[src/rtl/core/psfr_pkg.sv]
// Shared types and constants for the per-sender fragment reassembly block.
// Holds the stream field layout, opcode and result codes, and queue entry types.
// No dependencies.
package psfr_pkg;

    localparam int IN_TDATA_W  = 104;
    localparam int OUT_TDATA_W = 32;
    localparam int QUEUE_DEPTH = 4;

    typedef enum logic {
        OP_FRAG = 1'b0,
        OP_READ = 1'b1
    } t_opcode;

    typedef enum logic {
        KIND_DONE = 1'b0,
        KIND_READ = 1'b1
    } t_kind;

    // One classified item as it waits between the front and the back end.
    typedef struct packed {
        t_opcode     opcode;
        logic        sender_ok;
        logic [3:0]  sender;
        logic        is_final;
        logic        is_full;
        logic        idx_zero;
        logic [7:0]  frag_count;
        logic [15:0] proc_id;
        logic [31:0] message_id;
        logic [10:0] frag_payload_len;
        logic [13:0] byte_offset;
        logic [7:0]  payload_byte;
        logic        frag_end;
        logic        has_data;
    } t_item;

    typedef struct packed {
        t_kind       kind;
        logic [3:0]  done_sender;
        logic [14:0] message_length;
        logic [7:0]  read_byte;
        logic        overflow;
    } t_result;

endpackage

[src/rtl/core/psfr_queue.sv]
// Short queue of classified items between the front and the back end.
// Lets the front keep accepting while the back end waits on the output.
// Depends on psfr_pkg.
module psfr_queue import psfr_pkg::*; (
    input  logic  i_clk,
    input  logic  i_rst_n,
    input  logic  i_push,
    input  t_item i_item,
    output logic  o_ready,
    output logic  o_valid,
    output t_item o_item,
    input  logic  i_pop
);

    localparam int PW = $clog2(QUEUE_DEPTH);

    t_item        r_slot [QUEUE_DEPTH];
    logic [PW-1:0] r_wr;
    logic [PW-1:0] r_rd;
    logic [PW:0]   r_cnt;
    logic [PW:0]   n_cnt;

    assign o_ready = r_cnt != (PW+1)'(QUEUE_DEPTH);
    assign o_valid = r_cnt != '0;
    assign o_item  = r_slot[r_rd];

    always_comb begin
        n_cnt = r_cnt;
        case ({i_push, i_pop})
            2'b10:   n_cnt = r_cnt + 1'b1;
            2'b01:   n_cnt = r_cnt - 1'b1;
            default: n_cnt = r_cnt;
        endcase
    end

    always_ff @(posedge i_clk) begin
        if (!i_rst_n) begin
            r_wr  <= '0;
            r_rd  <= '0;
            r_cnt <= '0;
        end else begin
            if (i_push) begin
                r_wr <= r_wr + 1'b1;
            end
            if (i_pop) begin
                r_rd <= r_rd + 1'b1;
            end
            r_cnt <= n_cnt;
        end
    end

    always_ff @(posedge i_clk) begin
        if (i_push) begin
            r_slot[r_wr] <= i_item;
        end
    end

endmodule

[config.mk]
export PLATFORM = sky130hd
export DESIGN_NAME = psfr_queue
export DESIGN_NICKNAME = d
export VERILOG_FILES = /design/src/rtl/core/psfr_pkg.sv /design/src/rtl/core/psfr_queue.sv
export SDC_FILE = /design/constraint.sdc
export NUM_CORES = 1
export LEC_CHECK = 0
export BUFFER_PORTS_ARGS = -buffer_cell sky130_fd_sc_hd__buf_2
export CELL_PAD_IN_SITES_DETAIL_PLACEMENT = 0
export CELL_PAD_IN_SITES_GLOBAL_PLACEMENT = 1
export CORE_ASPECT_RATIO = 0.5
export CORE_MARGIN = 10
export CORE_UTILIZATION = 40
export DETAILED_ROUTE_END_ITERATION = 10
export GPL_ROUTABILITY_DRIVEN = 0
export PLACE_DENSITY = 0.65
export SLEW_MARGIN = 20
export SYNTH_ARGS = -nofsm -noshare
export SYNTH_HDL_FRONTEND = slang
export SYNTH_SLANG_ARGS = --single-unit
[constraint.sdc]
create_clock -name i_clk -period 4 [get_ports i_clk]
set_input_delay 0.8 -clock i_clk [delete_from_list [all_inputs] [get_ports i_clk]]
set_output_delay 0.8 -clock i_clk [all_outputs]
set_load 0.02 [all_outputs]
==> summary.txt <==
Iter 0 DRT Violations: 419
GR Util All Layers: 13.3%
crit path buf inv count: 2
final worst-path cycle share: 78.7%
hpwl dp: 19.6 mm
Pre-antenna DRT Iters: 4
Area growth syn-to-layout: 18.8%
total clock buffers created by CTS: 38
syn avg cell area: 26.4 µm²
Ys Warns: 0
pin count of the biggest net entering global routing: 53
Int Power: 7.28 mW
vias in the first global route: 7,108
Hold WS: 0.480 ns
Resized cells post-CTS: 0
synth cell count leaders: edfxtp_1, mux4_2, and2_1, buf_12, buf_2
clock skew: 0.0137 ns
status: finished, final reports clean
ys async rst share: 0%
combinational share of power: 10.9%
Post-Synth Adder-Cell Area: 0.551%
CTS clock-pin slew for the worst setup and hold paths: 0.06 ns
hold crit path type: primary input to flip-flop
placed insts: 1,252
Clock Power Share: 36.2%
count leader, synth: edfxtp_1
Filler cells: 2,990
Seq cells post-synth: 409
Crit path required time: 3.20 ns
initial antenna violation count: 1
largest family of logic cells by synthesized area: multiplexers
IO buf count: 205
# IOs: 206
largest delay contributor family on the critical path: flip-flops
H-tree depth: 2
setup TNS: 0 ns
Longest Clk Path Bufs: 3
die area: 0.0461 mm²
Worst setup SP type: flip-flop
final hold violation count: 0
Least-Margin Pin Slew: 0.754 ns
Compound-Gate Fraction of Synth Area: 0.117%
Seq pwr share: 52.9%
Skew-Pair Late Insertion Delay: 0.53 ns
Post-CTS Hold Fix Bufs: 0
Antenna Violating Nets Remaining: 0
CP cell instances: buf_12 -> mux4_2 -> buf_2
area of the multi-input gates: 0.00251 mm²
CTS Root Cell: clkbuf_16
Critical-path top delay cell: dfxtp_4
cell taking the most area after synthesis: edfxtp_1
routed len/inst: 23.4 µm
nets@finish: 918
Final setup viols: 0
ys flop type: edfxtp_1
core box area: 0.0364 mm²
syn nets: 678
minimum clock period: 3.15 ns
chip height: 157 µm
Crit Path Category: flip-flop to output pin
setup bufs post-CTS: 0
Synth Area in XOR/XNOR: 0.292%
multiplexer area fraction after synthesis: 15.1%
simple-gate share of the synthesized area: 0.626%
total wire length: 30.8 mm
max-slew violations: 0
crit-path max cell delay: 0.78 ns
via count: 6,580
vias per inst: 4.99
CP max FO: 30
die width: 294 µm
Post-Syn Instances: 568
net switching power: 2.17 mW
f_max: 318 MHz
distinct cell type count after synthesis: 20
CP endpoint kind: output pin
max-cap viol count: 0
RSZ-0062 raised after global routing: false
residual DRC count: 0
num rows: 49
Register Area: 0.0122 mm²
Post-synth EDFFs: 400
global-route wire length before repair: 46.0 mm
Leakage: 5.93 nW
VDD IR max: 259 µV
Initial Util: 41.1%
Sw Share: 23.0%
CTS Sinks: 409
CTS tree: yes
largest cells by area after synthesis: edfxtp_1, mux4_2, buf_12
power per cell area: 531 mW/mm²
non-filler cells, final: 1,319
Slew HR: 49.7%
Synth Cell Area: 0.0150 mm²
grt ovf: 0
top cell type's share of synthesized area: 80.2%
layout cells sized above 1: 45.3%
critical path arrival: 2.35 ns
sequential element share of the synthesized area: 81.4%
## final cells by class
cell class | instances | area share [%]
sequential | 409 | 68.6
multi-input combinational | 131 | 14.1
timing repair buffer | 222 | 7.26
clock buffer | 51 | 5.98
tap | 484 | 3.40
clock inverter | 14 | 0.527
inverter | 6 | 0.127
antenna | 2 | 0.0281
## cell usage in the layout (no fill, tap or decap), types with 7 or more instances in the layout
| cell | netlist | final |
|---|---|---|
| buf_2 | 10 | 205 |
| mux4_2 | 100 | 100 |
| buf_12 | 10 | 11 |
| dfxtp_1 | 9 | 7 |
| edfxtp_1 | 400 | 400 |
| clkbuf_1 | 0 | 10 |
| clkbuf_16 | 0 | 41 |
## power groups by stage
stage | clock network, mW | logic, mW | registers, mW
6_report | 3.42 | 1.03 | 4.99
5_1_grt | 3.71 | 1.10 | 5.01
4_1_cts | 3.53 | 1.07 | 5.00
3_5_place_dp | 0 | 1.06 | 5.09
3_3_place_gp | 0 | 1.05 | 5.08
2_1_floorplan | 0 | 0.695 | 5.06
## stage by stage
stage	setup slack [ns]	area (µm²)	power [mW]	utilization (%)
after CTS	0.746	17800	9.59	48.8
after floorplan	0.421	15000	5.75	-
after global placement	1.34	16600	6.13	45.7
final	0.850	17800	9.45	48.9
after detailed placement	1.33	16600	6.15	45.7
after global routing	0.670	17800	9.83	48.8
## path summary, 6_finish.rpt
kind,slack (ns),to,cells past startpoint,from
max reg2reg,2.06,r_slot[0][56],4,r_wr[0]
min,0.48,r_slot[2][87],1,i_item[87]
min reg2reg,0.51,r_cnt[2],2,r_cnt[2]
max,0.85,o_item[41],3,flip-flop
## logic make-up (layout without fill, tap and decap cells)
family	count (synthesis)	count (layout)
flip-flops	409	409
multiplexers	101	101
buffers and inverters	28	293
adder cells (fa/ha/maj)	6	6
other	0	2
AND/OR/NAND/NOR	16	16
XOR/XNOR	5	5
AO/OA/AOI/OAI	3	3
## routing by layer
metal,GRT usage (%),part of all wire [%],vias up,wire (µm)
li1,-,-,2926,-
met1,14.9,38,3503,11600
met2,25.2,57,111,17500
met3,2.71,3.5,40,1070
met4,4.45,2.3,0,694
met5,0,0,-,0
## worst reg2reg max path, stage by stage (launching register included)
cell and delay (ns):
dfxtp_1 0.35, inv_1 0.10, ha_1 0.15, and2_4 0.54, buf_4 0.45
## sequential cells by signal (all words and copies together), names as in the netlist, named ones only
register	cells
r_cnt	3
r_wr	2
r_rd	2
r_slot	400
(Power assumes the default switching activity.)
