File: src/rtl/core/psfr_pkg.sv
// Shared types and constants for the per-sender fragment reassembly block.
// Holds the stream field layout, opcode and result codes, and queue entry types.
// No dependencies.
package psfr_pkg;

    localparam int IN_TDATA_W  = 104;
    localparam int OUT_TDATA_W = 32;
    localparam int QUEUE_DEPTH = 4;

    typedef enum logic {
        OP_FRAG = 1'b0,
        OP_READ = 1'b1
    } t_opcode;

    typedef enum logic {
        KIND_DONE = 1'b0,
        KIND_READ = 1'b1
    } t_kind;

    // One classified item as it waits between the front and the back end.
    typedef struct packed {
        t_opcode     opcode;
        logic        sender_ok;
        logic [3:0]  sender;
        logic        is_final;
        logic        is_full;
        logic        idx_zero;
        logic [7:0]  frag_count;
        logic [15:0] proc_id;
        logic [31:0] message_id;
        logic [10:0] frag_payload_len;
        logic [13:0] byte_offset;
        logic [7:0]  payload_byte;
        logic        frag_end;
        logic        has_data;
    } t_item;

    typedef struct packed {
        t_kind       kind;
        logic [3:0]  done_sender;
        logic [14:0] message_length;
        logic [7:0]  read_byte;
        logic        overflow;
    } t_result;

endpackage

File: src/rtl/core/psfr_front.sv
// Front end: unpacks the input stream and classifies each fragment item.
// Classification depends only on the item itself, never on sender state.
// Depends on psfr_pkg.
module psfr_front import psfr_pkg::*; #(
    parameter int SENDERS            = 16,
    parameter int FRAG_PAYLOAD_BYTES = 1024
) (
    input  logic                  i_tvalid,
    output logic                  o_tready,
    input  logic [IN_TDATA_W-1:0] i_tdata,
    input  logic                  i_tuser,
    input  logic                  i_tlast,
    input  logic                  i_q_ready,
    output logic                  o_push,
    output t_item                 o_item
);

    logic [7:0]  w_idx;
    logic [7:0]  w_cnt;
    logic [10:0] w_plen;
    logic [13:0] w_off;
    logic        w_final;

    assign w_idx  = i_tdata[11:4];
    assign w_cnt  = i_tdata[19:12];
    assign w_plen = i_tdata[78:68];
    assign w_off  = i_tdata[92:79];

    // The final test compares index plus one against the count without wrap.
    assign w_final = ({1'b0, w_idx} + 9'd1) == {1'b0, w_cnt};

    assign o_tready = i_q_ready;
    assign o_push   = i_tvalid && i_q_ready;

    always_comb begin
        o_item                  = '0;
        o_item.opcode           = t_opcode'(i_tuser);
        o_item.sender           = i_tdata[3:0];
        o_item.sender_ok        = 32'(i_tdata[3:0]) < SENDERS;
        o_item.is_final         = w_final;
        o_item.is_full          = !w_final && (32'(w_plen) == FRAG_PAYLOAD_BYTES);
        o_item.idx_zero         = w_idx == 8'd0;
        o_item.frag_count       = w_cnt;
        o_item.proc_id          = i_tdata[35:20];
        o_item.message_id       = i_tdata[67:36];
        o_item.frag_payload_len = w_plen;
        o_item.byte_offset      = w_off;
        o_item.payload_byte     = i_tdata[100:93];
        o_item.frag_end         = i_tlast;
        o_item.has_data         = w_off < {3'b000, w_plen};
    end

endmodule

File: config.mk
export PLATFORM = sky130hd
export DESIGN_NAME = psfr_front
export DESIGN_NICKNAME = d
export VERILOG_FILES = /design/src/rtl/core/psfr_pkg.sv /design/src/rtl/core/psfr_front.sv
export SDC_FILE = /design/constraint.sdc
export NUM_CORES = 1
export LEC_CHECK = 0
export ABC_AREA = 0
export BUFFER_PORTS_ARGS = -buffer_cell sky130_fd_sc_hd__buf_2
export CAP_MARGIN = 5
export CORE_MARGIN = 10
export CORE_UTILIZATION = 32
export DETAILED_ROUTE_END_ITERATION = 12
export PLACE_DENSITY = 0.9
export SLEW_MARGIN = 20
export SYNTH_ARGS = -nofsm -noshare
export SYNTH_HDL_FRONTEND = slang
export SYNTH_SLANG_ARGS = --single-unit
File: constraint.sdc
create_clock -name vclk -period 4.15
set_clock_uncertainty 0.2 [all_clocks]
set_input_delay 0.415 -clock vclk [all_inputs]
set_output_delay 0.415 -clock vclk [all_outputs]
set_load 0.01 [all_outputs]
==> impl_metrics.tcl, run 1 <==
set metrics [dict create \
    yosysTopAreaCellShare_pct 56.0 \
    synth_common_cells "buf_4, inv_1, ha_1, xnor2_1, nor2_1" \
    gp_congestion 0.768 \
    fin_crit_sh_pct 59.7 \
    rsz0062_at_grt "no" \
    tns_ns 0 \
    synth_cell_type_count 31 \
    utilization_pct 26.3 \
    diodes 0 \
    design.seq.count 0 \
    hp-class "in -> out" \
    nClkBuffers 0 \
    fin_crit_ns 2.48 \
    synth.most_common_cell "buf_4" \
    dp.cells 214 \
    routed_via_density 4.58 \
    final_hold_viol_count 0 \
    synth_nets 300 \
    cp_data_required_time_ns 3.53 \
    drive_gt1_share_pct 50.6 \
    port-buffer-count 82 \
    grt_pass1_vias 1129 \
    core-area_um2 4000 \
    drt_wl_total_um 3570 \
    final_antenna_net_count 0 \
    postSynthCellCount 180 \
    antenna_found_initial 0 \
    routedWlPerCell_um 16.7 \
    area_growth_pct -20.0 \
    outcome "finished, final reports clean" \
    drcViolationCount 0 \
    nNetsFinal 286 \
    drtIter0Drc 8 \
    critPathCaptureType "primary output" \
    regArea_um2 0 \
    cellLeakagePower_nw 0.597 \
    cts_resized 0 \
    use_met1_pct 8.25 \
    track_usage_pct 9.00 \
    cts_hold_buffers 0 \
    drtPass1Iterations 4 \
    instances_no_fill 214 \
    fmax_mhz 404 \
    power_density_nw_per_um2 97.8 \
    synth.area.top_cells "buf_4, ha_1, xnor2_1" \
    start_kind "primary input" \
    use_met2_pct 15.7 \
    yosysSeqAreaShare_pct 0 \
    busiest_layer "met2" \
    overflow 0 \
    dieHeight_um 84.1 \
    power.total_mw 0.103 \
    holdWs_ns 0.630 \
    start_util_pct 32.8 \
    design.die.area_um2 7070 \
    finalSetupViolations 0 \
    drv_cap 0 \
    rows 23 \
    grt_start_max_net_pins 9 \
    syn_area_per_cell_um2 7.30 \
    cts_setup_buffers 0 \
    grt_util_met3_pct 6.45 \
    die_w_um 84.1 \
    critPathKind "in -> out" \
    drv_slew 0 \
    route.vias.total 981 \
    synth_largest_area_cell "buf_4" \
    netlist_area_um2 1310 \
    io_pins 210 \
    cp_max_fo 6 \
    crit_arrival_ns 1.86 \
    dpl.hpwl_um 3360 \
    yosysWarnings 0 \
    ir_worst_vdd_mv 0.0328 \
    grt_pass1_wl_um 5620 \
]
through the flow:
stage	area, um^2	setup slack (ns)
finish	1050	1.67
global route	1050	1.58
CTS	1050	1.66
detailed placement	1050	1.66
global placement	1050	1.71
floorplan	1310	2.02
cell type report:
type / instances / area (um^2)
fill: 433 / 2950
multi-input combinational: 69 / 529
timing repair buffer: 82 / 410
tap: 50 / 62.6
inverter: 13 / 48.8
cells by family after synthesis:
| logic type | count (synthesis) | share of synthesized area, % |
|---|---|---|
| adders and majority gates | 12 | 11.4 |
| xor gates and xnor gates | 9 | 6.00 |
| muxes | 2 | 1.52 |
| other | 1 | 0.285 |
| AOI/OAI and AO/OA | 13 | 6.86 |
| and+or+nand+nor | 32 | 14.2 |
| buffers and inverters | 111 | 59.7 |
where the power goes:
| part | switching, mW | internal (mW) | leakage (nW) |
|---|---|---|---|
| combinational | 0.0542 | 0.0486 | 0.597 |
| clock | 0 | 0 | 0 |
| sequential | 0 | 0 | 0 |
| total | 0.0542 | 0.0486 | 0.597 |
cell usage in the layout, fill, tap and decap left out:
cell	count
buf_2	82
inv_1	13
ha_1	12
xnor2_1	8
nor2_1	6
a21oi_1	4
nand4_1	4
nor4_1	4
nand3_1	3
nand2_1	3
mux2i_1	2
nand3b_1	2
and2_1	2
o21ai_0	2
nand4b_1	1
nor3_1	1
xor2_1	1
and4_1	1
o221ai_1	1
nor3b_1	1
o311a_1	1
o21a_1	1
o41a_1	1
or4b_2	1
nand2b_1	1
a21o_1	1
a211oi_1	1
nor2b_1	1
o211ai_1	1
or4_1	1
conb_1	1
critical path, stage by stage:
cell	delay, ns
buf_2	0.14
ha_1	0.20
nand3_1	0.15
xnor2_1	0.16
mux2i_1	0.13
a21oi_1	0.10
o41a_1	0.42
buf_2	0.15
path summary, 6_finish.rpt:
path               startpoint    endpoint  slack (ns)  depth (start not counted)
setup / recovery   i_tdata[4]  o_item[92]        1.67                          8
hold / removal    i_tdata[40]  o_item[39]        0.63                          0
metal layers:
layer  part of all wire, %  vias to the layer above
met5                     0                        -
met4                   2.2                        0
met3                    16                       10
met2                    49                       85
met1                    33                      422
li1                      -                      464
(Power assumes the default switching activity.)
==> run 2: changes to the inputs <==
--- a/config.mk
+++ b/config.mk
@@ -9,9 +9,9 @@
 export BUFFER_PORTS_ARGS = -buffer_cell sky130_fd_sc_hd__buf_2
 export CAP_MARGIN = 5
 export CORE_MARGIN = 10
-export CORE_UTILIZATION = 32
+export CORE_UTILIZATION = 30
 export DETAILED_ROUTE_END_ITERATION = 12
-export PLACE_DENSITY = 0.9
+export PLACE_DENSITY = 0.85
 export SLEW_MARGIN = 20
 export SYNTH_ARGS = -nofsm -noshare
 export SYNTH_HDL_FRONTEND = slang
==> constraint.sdc (replaced) <==
create_clock -name vclk -period 2.6
set_clock_uncertainty 0.2 [all_clocks]
set_input_delay 0.26 -clock vclk [all_inputs]
set_output_delay 0.26 -clock vclk [all_outputs]
set_load 0.01 [all_outputs]
==> run 2 against run 1 <==
  * Critical path type unchanged
  * Largest cell class unchanged
  * Count of clock-buffer cells in the layout did not move
  * Critical endpoint unchanged
  * Combinational power rose by 60%
  * Non-clock buffer count unchanged
  * Total power increased by 60%
  * Core utilization decreased by 1.7 points
  * Sequential share of layout area unchanged
  * Routed wire length is 1.1% lower
==> impl_metrics.tcl, run 2 (same netlist as run 1, synthesis figures left out) <==
set metrics [dict create \
    nNetsFinal 286 \
    drv_slew 0 \
    power_density_nw_per_um2 156 \
    die_w_um 86.2 \
    final_cell_mix "buf_2, inv_1, ha_1" \
    drv_cap 0 \
    power_switching_mw 0.0872 \
    antenna_found_initial 0 \
    cts_resized 0 \
    ir_worst_vdd_mv 0.0720 \
    switching_share_pct 52.9 \
    drtIter0Drc 11 \
    start_util_pct 30.6 \
    cts_hold_buffers 0 \
    finalSetupViolations 0 \
    nClkBuffers 0 \
    grt_pass1_wl_um 5530 \
    final_area_um2 1050 \
    overflow 0 \
    cts_setup_buffers 0 \
    outcome "finished, final reports clean" \
    grt_start_max_net_pins 9 \
    dp.cells 216 \
    start_kind "primary input" \
    core-area_um2 4290 \
    io_pins 210 \
    hp-class "in -> out" \
    layout_setup_ws_ns 0.394 \
    gp_congestion 0.813 \
    diodes 0 \
    port-buffer-count 82 \
    fin_crit_ns 2.21 \
    critPathCaptureType "primary output" \
    critPathKind "in -> out" \
    comb_power_share_pct 100.0 \
    pre_cts_slack_ns 0.382 \
    final_hold_viol_count 0 \
    tns_ns 0 \
    placed_area_um2 1050 \
    instances_no_fill 216 \
    grt_pass1_vias 1093 \
    rows 24 \
    fmax_mhz 453 \
    n_fill_cell 474 \
    design.seq.count 0 \
    dieHeight_um 86.2 \
    regArea_um2 0 \
    route.vias.total 979 \
    drt_wl_total_um 3530 \
    routed_via_density 4.53 \
    crit_arrival_ns 1.75 \
    design.die.area_um2 7430 \
    power.internal_mw 0.0775 \
    worst_path_most_repeated_cell "buf_2" \
    p_seq_share_pct 0 \
    cp_data_required_time_ns 2.14 \
    drive_gt1_share_pct 50.6 \
    fin_crit_sh_pct 84.8 \
    area_growth_pct -19.8 \
    drcViolationCount 0 \
    critPathSlowestCell "o41a_1" \
    dpl.hpwl_um 3280 \
    rsz0062_at_grt "no" \
    cellLeakagePower_nw 0.597 \
    cp_cell_sequence "buf_2, ha_1, nand3_1, xnor2_1, mux2i_1, a21oi_1, o41a_1, buf_2" \
    p_clk_share_pct 0 \
    final_antenna_net_count 0 \
    max_stage_delay_ns 0.43 \
    cp_max_fo 6 \
    drtPass1Iterations 3 \
    routedWlPerCell_um 16.4 \
    final_common_cell "buf_2" \
    track_usage_pct 8.63 \
]
## run 2: final timing paths
path        start         end  depth (start not counted)
max    i_tdata[4]  o_item[92]                          8
min   i_tdata[57]  o_item[56]                          0
## run 2: final cells by class
cell class	count	area, um^2	area share, %
inverter	13	48.8	4.63
timing repair buffer	82	410	39.0
tap	52	65.1	6.18
multi-input combinational	69	529	50.2
## run 2: power by group through the flow
stage	sequential, mW	clock [mW]	combinational (mW)
global route	0	0	0.187
detailed placement	0	0	0.167
global placement	0	0	0.163
floorplan	0	0	0.213
CTS	0	0	0.168
finish	0	0	0.165
## run 2: routing by layer
layer  GRT usage (%)  routed length [um]
met5               0                   0
met4            3.24                 102
met2            15.0                1710
met3            5.44                 547
met1            8.01                1170
## run 2: worst max-delay path: cells and delay by family
| family | cells | cell delay [ns] |
|---|---|---|
| AOI/OAI and AO/OA | 2 | 0.53 |
| buffers and inverters | 2 | 0.30 |
| adders and majority gates | 1 | 0.19 |
| and+or+nand+nor | 1 | 0.17 |
| xor gates and xnor gates | 1 | 0.17 |
| muxes | 1 | 0.13 |
## run 2: per-stage QoR
| stage | power, mW | hold slack [ns] | utilization, % |
|---|---|---|---|
| 6_report | 0.165 | 0.320 | 24.5 |
| 5_1_grt | 0.187 | 0.320 | 24.5 |
| 4_1_cts | 0.168 | 0.320 | 24.5 |
| 3_5_place_dp | 0.167 | 0.320 | 24.5 |
| 3_3_place_gp | 0.163 | 0.320 | 24.5 |
| 2_1_floorplan | 0.213 | 0.370 | - |
